--- config.mk ---
export PLATFORM = sky130hd
export DESIGN_NAME = sdol_cell
export DESIGN_NICKNAME = d
export VERILOG_FILES = /design/src/hdl/sdol_pkg.sv /design/src/hdl/sdol_cell.sv
export SDC_FILE = /design/constraint.sdc
export NUM_CORES = 1
export LEC_CHECK = 0
export BUFFER_PORTS_ARGS = -buffer_cell sky130_fd_sc_hd__buf_2
export CELL_PAD_IN_SITES_DETAIL_PLACEMENT = 0
export CELL_PAD_IN_SITES_GLOBAL_PLACEMENT = 2
export CORE_MARGIN = 5
export CORE_UTILIZATION = 25
export DETAILED_ROUTE_END_ITERATION = 10
export PLACE_DENSITY = 0.88
export SLEW_MARGIN = 20
export SYNTH_ARGS = -nofsm -noshare
export SYNTH_HDL_FRONTEND = slang
export SYNTH_SLANG_ARGS = --single-unit
--- constraint.sdc ---
create_clock -name clock -period 4.7 [get_ports clock]
set_input_delay 0.235 -clock clock [delete_from_list [all_inputs] [get_ports clock]]
set_output_delay 0.235 -clock clock [all_outputs]
set_load 0.02 [all_outputs]
--- src/hdl/sdol_pkg.sv ---
// ----------------------------------------------------------------------------
// sdol_pkg
// Shared types and codes for the sorted draw-order list and its cells.
// ----------------------------------------------------------------------------
`default_nettype none

package sdol_pkg;

   // Request modes
   localparam logic [1:0] MODE_INSERT = 2'd0;
   localparam logic [1:0] MODE_REMOVE = 2'd1;
   localparam logic [1:0] MODE_CHANGE = 2'd2;
   localparam logic [1:0] MODE_READ   = 2'd3;

   // Response status codes
   localparam logic [1:0] STATUS_OK        = 2'd0;
   localparam logic [1:0] STATUS_FULL      = 2'd1;
   localparam logic [1:0] STATUS_NOT_FOUND = 2'd2;
   localparam logic [1:0] STATUS_BAD_POS   = 2'd3;

   // Cell operations broadcast along the chain
   localparam logic [1:0] CELL_HOLD   = 2'd0;
   localparam logic [1:0] CELL_FIND   = 2'd1;
   localparam logic [1:0] CELL_REMOVE = 2'd2;
   localparam logic [1:0] CELL_INSERT = 2'd3;

   // Command broadcast to every cell
   typedef struct packed {
      logic [1:0]         op;
      logic [15:0]        id;
      logic signed [31:0] order;
   } cell_cmd_type;

   // Contents one cell hands to its neighbors
   typedef struct packed {
      logic               valid;
      logic [15:0]        id;
      logic signed [31:0] order;
   } cell_link_type;

endpackage

`default_nettype wire

--- src/hdl/sdol_cell.sv ---
// ----------------------------------------------------------------------------
// sdol_cell
// One slot of the sorted list: holds an entry, shifts toward the tail on
// insert and toward the head on remove, based on its neighbors' flags.
// ----------------------------------------------------------------------------
`default_nettype none

module sdol_cell (
   input  wire                          clock,
   input  wire                          reset,
   input  wire sdol_pkg::cell_cmd_type  cmd,
   input  wire sdol_pkg::cell_link_type prev_link,
   input  wire                          prev_lt,
   input  wire sdol_pkg::cell_link_type next_link,
   input  wire                          seen_in,
   output sdol_pkg::cell_link_type      link,
   output logic                         lt,
   output logic                         seen_out
);
   import sdol_pkg::*;

   logic               valid_ff, valid_in;
   logic               match_ff, match_in;
   logic [15:0]        id_ff, id_in;
   logic signed [31:0] order_ff, order_in;

   // Local flags: entry sorts before the new one; first match at or above here
   assign lt       = valid_ff && (order_ff < cmd.order);
   assign seen_out = seen_in | match_ff;

   assign link.valid = valid_ff;
   assign link.id    = id_ff;
   assign link.order = order_ff;

   // Next-state selection
   always_comb begin
      valid_in = valid_ff;
      id_in    = id_ff;
      order_in = order_ff;
      match_in = match_ff;
      case (cmd.op)
         CELL_FIND: begin
            match_in = valid_ff && (id_ff == cmd.id);
         end
         CELL_REMOVE: begin
            match_in = 1'b0;
            if (seen_out) begin
               valid_in = next_link.valid;
               id_in    = next_link.id;
               order_in = next_link.order;
            end
         end
         CELL_INSERT: begin
            if (!lt) begin
               valid_in = valid_ff | prev_link.valid;
               if (prev_lt) begin
                  id_in    = cmd.id;
                  order_in = cmd.order;
               end else begin
                  id_in    = prev_link.id;
                  order_in = prev_link.order;
               end
            end
         end
         default: begin
         end
      endcase
   end

   // Control flags
   always_ff @(posedge clock) begin
      if (reset) begin
         valid_ff <= 1'b0;
         match_ff <= 1'b0;
      end else begin
         valid_ff <= valid_in;
         match_ff <= match_in;
      end
   end

   // Entry payload
   always_ff @(posedge clock) begin
      id_ff    <= id_in;
      order_ff <= order_in;
   end

endmodule

`default_nettype wire

==> flow_summary.yaml, run 1 <==
floorplanning:
  start_util_pct: 25.6
  core_sq_um: 13900
  rows: 43
  die_y_um: 129
  dieArea_sq_um: 16800
  chipWidth_um: 129
  ioPinCount: 203
place:
  place.gp.congestion: 0.780
  portBuffers: 202
  dp_hpwl_um: 9050
worst_setup_path:
  slowest_stage: "nor4_1"
  rrSetupSlack_ns: 1.56
  cp_max_fo: 35
  cp.required_ns: 4.63
  cpLargestDelayFamily: "simple AND/OR/NAND/NOR gates"
  arrival_ns: 3.06
  end_kind: "flip-flop"
  crit_path_start_kind: "flip-flop"
  crit_buf_inv: 1
  path_class: "reg2reg"
  max_stage_delay_ns: 0.53
  path_cells: "ha_1, nand4_2, nor4_1, o311a_1, nor4_1, nor2_4, buf_4"
  cpMostUsedCell: "nor4_1"
yosys:
  synth_compound_area_share_pct: 11.5
  synthMuxAreaShare_pct: 14.1
  synth_nets: 550
  syn_area_sq_um: 3570
  syn_avg_cell_area_sq_um: 9.78
  synth_area_leaders: "edfxtp_1, mux2i_1, ha_1"
  yosys_warnings: 0
  netlist.area_leader.share_pct: 40.4
  synth_xor_area_share_pct: 3.93
  ys_types: 37
  seq_area_frac_synth_pct: 41.5
  postSynthCellCount: 365
  synth_top_family_by_area: "multiplexers"
  synth_largest_area_cell: "edfxtp_1"
  synth-adder-area-share_pct: 11.6
  ys_ff_latch: 50
  yosys.area_share.simple_pct: 11.9
hold_path:
  min_path_type: "in2reg"
timing:
  finalHoldViolCount: 0
  finalClockSkew_ns: 0.00622
  min_period_ns: 3.14
  relSlewSlack_pct: 33.4
  fin_tns_setup_ns: 0
  worst_slew_pin_slew_ns: 0.999
  setup_viol: 0
  rsz0062_at_grt: "no"
  slew_viol_final: 0
  fin_crit_sh_pct: 66.8
  fmax_mhz: 319
clocking:
  ctsHoldBuffers: 0
  post_cts_buffers: 0
  htree_levels: 2
  cts_resized: 0
  cts_buffers: 5
  clk_pin_slew_ns: 0.07
  cts.sinks: 50
  cts_tree: "built"
  clkLatencyLatePin_ns: 0.29
  root_buffer: "clkbuf_16"
  cts.path.max_buffers: 2
grt:
  grt_max_degree: 102
  grt-ovfl-total: 0
  grt_pass1_wl_um: 16400
  groute.usage.overall_pct: 12.4
  antenna_found_initial: 2
  grt_pass1_vias: 3469
finish:
  drive_gt1_share_pct: 39.0
  fin_util_pct: 35.2
  n_fill_cell: 1459
  diodes: 0
  fin_nets: 743
  multi_input_area_sq_um: 1910
  syn_to_final_growth_pct: 37.3
  seq_area_sq_um: 1480
  final_common_cell: "buf_2"
  final_cell_mix: "buf_2, a21oi_1, nor2_1"
drt:
  vias_per_cell: 4.50
  wire_per_inst_um: 14.8
  vias: 3328
  wl_um: 11000
  drc: 0
  first_pass_iters: 6
  ant_nets: 0
  drtIter0Drc: 90
outcome:
  status: "finished clean"
power:
  power_leakage_nw: 2.42
  p_per_area_nw_per_um2: 254
  ir_drop_v: 0.000104
job:
  maxCapViolCount: 0
[registers in the layout, indices dropped and copies added, names as in the netlist]
register / flops
id_ff: 16
match_ff: 1
valid_ff: 1
order_ff: 32
[area by class of cell]
type	instances	share of cell area (%)
Inverter	33	2.53
Clock buffer	7	2.71
Sequential cell	50	30.2
Clock inverter	1	0.0766
Multi-Input combinational cell	264	38.9
Tap cell	180	4.59
Timing Repair Buffer	204	20.9
[per-layer routing]
layer	share of wire [%]	up-vias	GRT usage, %
met4	1.3	4	2.69
li1	-	1696	-
met1	39	1491	13.8
met3	9.3	13	4.20
met5	0.19	-	0
met2	50	124	22.7
[cell usage after synthesis]
library cell	count
a311oi_1	1
nor4_1	4
a21bo_1	1
nand2_1	9
or2_2	1
o21ai_1	2
nand3_1	6
dfxtp_1	2
o311a_1	1
xnor2_1	12
o21ai_0	2
nand4_2	1
mux2i_1	49
buf_4	1
nand2b_1	3
edfxtp_1	48
a21oi_2	1
nor3_2	1
mux2_2	1
nor3_1	4
nor2_1	53
clkbuf_1	11
buf_2	3
a21o_1	2
nor2b_1	1
or3_4	1
a211oi_1	1
and4_1	1
nand4_1	7
a221o_1	1
a221oi_1	1
buf_1	3
inv_1	33
a2111oi_2	1
xor2_1	4
ha_1	33
a21oi_1	59
[stage by stage]
| step | total power [W] | worst slack, ns | std cells | area (sq um) | hold slack, ns |
|---|---|---|---|---|---|
| after floorplan | 0.000762 | 0.351 | 365 | 3570 | 0.307 |
| after global placement | 0.000903 | 1.49 | 731 | 4770 | 0.435 |
| after detailed placement | 0.000910 | 1.41 | 731 | 4770 | 0.437 |
| after CTS | 0.00127 | 1.40 | 739 | 4900 | 0.125 |
| after global routing | 0.00132 | 1.31 | 739 | 4900 | 0.131 |
| final | 0.00125 | 1.56 | 739 | 4900 | 0.140 |
[path summary, 6_finish.rpt]
kind	startpoint	to	cells past startpoint
worst min-delay path	reset	match_ff	2
worst max register to register	order_ff[31]	order_ff[6]	7
worst max-delay path	order_ff[31]	order_ff[6]	7
worst min register to register	match_ff	match_ff	2
[where the power goes]
part,switching (W),internal [W]
Clock,0.000156,0.000196
Combinational,0.000193,0.000150
Sequential,0.0000185,0.000532
Total,0.000367,0.000878
[logic make-up after synthesis]
kind of cell | after synthesis
AOI/OAI and AO/OA | 73
xor gates and xnor gates | 16
adders and majority gates | 33
buffers and inverters | 51
DFF | 50
muxes | 50
and+or+nand+nor | 92
(Power assumes the default switching activity.)
==> run 2, diff against run 1 <==
- CORE_UTILIZATION: 25 -> 22
- PLACE_DENSITY: 0.88 -> 0.83
- clock period: 4.7 -> 2.58 ns (I/O delays scaled with it)
==> run 2 against run 1 <==
Net effect:
- hold slack worse by 0.12 ns
- sequential share of layout area down 1.9 points
- highest routed layer is now met4
- via count up 1.9%
- critical path type is now reg2out
- worst setup slack worse by 1.6 ns
- final cell count up 6.5%
- count of clock-buffer cells in the layout down 2
- sequential cell count unchanged
- the flow now finishes with violations (negative setup slack)
==> flow_summary.yaml, run 2 (same netlist as run 1, synthesis figures left out) <==
power:
  ir_drop_v: 0.000200
  power_leakage_nw: 2.50
  p_per_area_nw_per_um2: 450
  p_switching_w: 0.000717
  report.power.total_w: 0.00236
  intPower_w: 0.00164
  power_frac_seq_pct: 42.6
  p_sw_share_pct: 30.4
  pwr-share-clk_pct: 28.3
  comb_power_share_pct: 29.0
drt:
  vias_per_cell: 4.31
  first_pass_iters: 4
  drtIter0Drc: 71
  vias: 3392
  wire_per_inst_um: 14.8
  drc: 0
  ant_nets: 0
  wl_um: 11600
timing:
  fmax_mhz: 386
  relSlewSlack_pct: 64.7
  fin_crit_sh_pct: 100
  final.setup.worst_slack_ns: -0.00836
  finalHoldViolCount: 0
  finalClockSkew_ns: 0.00885
  min_period_ns: 2.59
  worst_slew_pin_slew_ns: 0.530
  slew_viol_final: 0
  setup_viol: 1
  rsz0062_at_grt: "yes"
grt:
  grt_pass1_vias: 3497
  antenna_found_initial: 0
  grt_pass1_wl_um: 17100
  groute.usage.overall_pct: 11.5
  grt-ovfl-total: 0
  grt_max_degree: 57
floorplanning:
  die_y_um: 137
  rows: 46
  start_util_pct: 22.5
  chipWidth_um: 137
  core_sq_um: 15900
  dieArea_sq_um: 18900
  ioPinCount: 203
finish:
  fin_util_pct: 33.0
  syn_to_final_growth_pct: 46.8
  drive_gt1_share_pct: 42.6
  multi_input_area_sq_um: 2040
  fin_nets: 754
  final_cell_mix: "buf_2, a21oi_1, nor2_1"
  final_common_cell: "buf_2"
  n_fill_cell: 1702
  largest_register_ffs: 32
  top_register: "order_ff"
  largest_registers: "order_ff: 32 flops, id_ff: 16 flops"
  seq_area_sq_um: 1480
  fin_area_sq_um: 5240
worst_setup_path:
  cp_max_fo: 3
  path_class: "reg2out"
  crit_path_start_kind: "flip-flop"
  arrival_ns: 2.46
  end_kind: "output port"
  cp.required_ns: 2.45
place:
  portBuffers: 202
  dp_hpwl_um: 9510
  place.gp.congestion: 0.781
  post-place-ws_ns: 0.0359
  placed_area_sq_um: 4940
clocking:
  cts.path.max_buffers: 2
  clkLatencyLatePin_ns: 0.29
  clk_pin_slew_ns: 0.07
  root_buffer: "clkbuf_16"
  htree_levels: 2
  cts.sinks: 50
  cts_buffers: 5
  cts_tree: "built"
  ctsHoldBuffers: 0
outcome:
  violations: "negative setup slack"
  status: "finished with violations"
job:
  maxCapViolCount: 0
hold_path:
  min_path_type: "in2reg"
## run 2: cell types whose count changed in the layout (fill, tap and decap cells not counted), sizes merged
cell / change
clkinvlp: +1
buf: +10
clkbuf: -1
inv: +1
diode: +1
## run 2: per-layer routing
metal	vias to the layer above	part of all wire (%)	track usage, %
met5	-	0	0
met2	125	50	20.8
li1	1728	-	-
met3	12	7.9	3.73
met4	0	1.4	2.77
met1	1527	40	13.0
## run 2: final cells by class
class | instances | share of cell area, %
diodes | 1 | 0.0478
clock buffers | 5 | 2.39
clock inverters | 3 | 0.382
inverters | 33 | 2.36
multi-input cells | 264 | 38.9
flip-flops and latches | 50 | 28.3
well taps | 216 | 5.16
repair buffers | 215 | 22.5
## run 2: stage by stage
step / TNS [ns] / instances / hold slack [ns]
3_3_place_gp: 0 / 774 / 0.319
2_1_floorplan: -20.00 / 365 / 0.201
6_report: -0.00836 / 787 / 0.0224
3_5_place_dp: 0 / 774 / 0.326
5_1_grt: -3.56 / 786 / 0.0187
4_1_cts: -0.0600 / 782 / 0.00586
## run 2: worst paths after layout
check               start       end  slack, ns  cells after the start
max          order_ff[17]        lt     -0.008                      9
min                 reset  valid_ff       0.02                      2
max reg2reg  order_ff[17]  id_ff[0]       0.03                      8
min reg2reg      match_ff  match_ff       0.51                      2
## run 2: timing repair
action                                  CTS  global route
gates resized for setup                   6             7
buffers inserted                          0             1
endpoints found under the setup margin    1            49
gates cloned                              0             3
pin swaps                                 3             1
## run 2: worst max-delay path: stages (launching register included)
cell and delay, ns:
edfxtp_1 0.44, ha_4 0.24, a21oi_2 0.12, o21ai_1 0.09
a221o_1 0.32, or3_4 0.35, buf_6 0.13, nor3_4 0.10
mux2i_1 0.20, buf_4 0.17
## run 2: power by group through the flow
stage	Clock [W]	Sequential (W)	Combinational, W
2_1_floorplan	0	0.00109	0.000306
3_3_place_gp	0	0.00102	0.000657
3_5_place_dp	0	0.00102	0.000662
4_1_cts	0.000706	0.00100	0.000672
5_1_grt	0.000733	0.00101	0.000764
6_report	0.000669	0.00101	0.000686
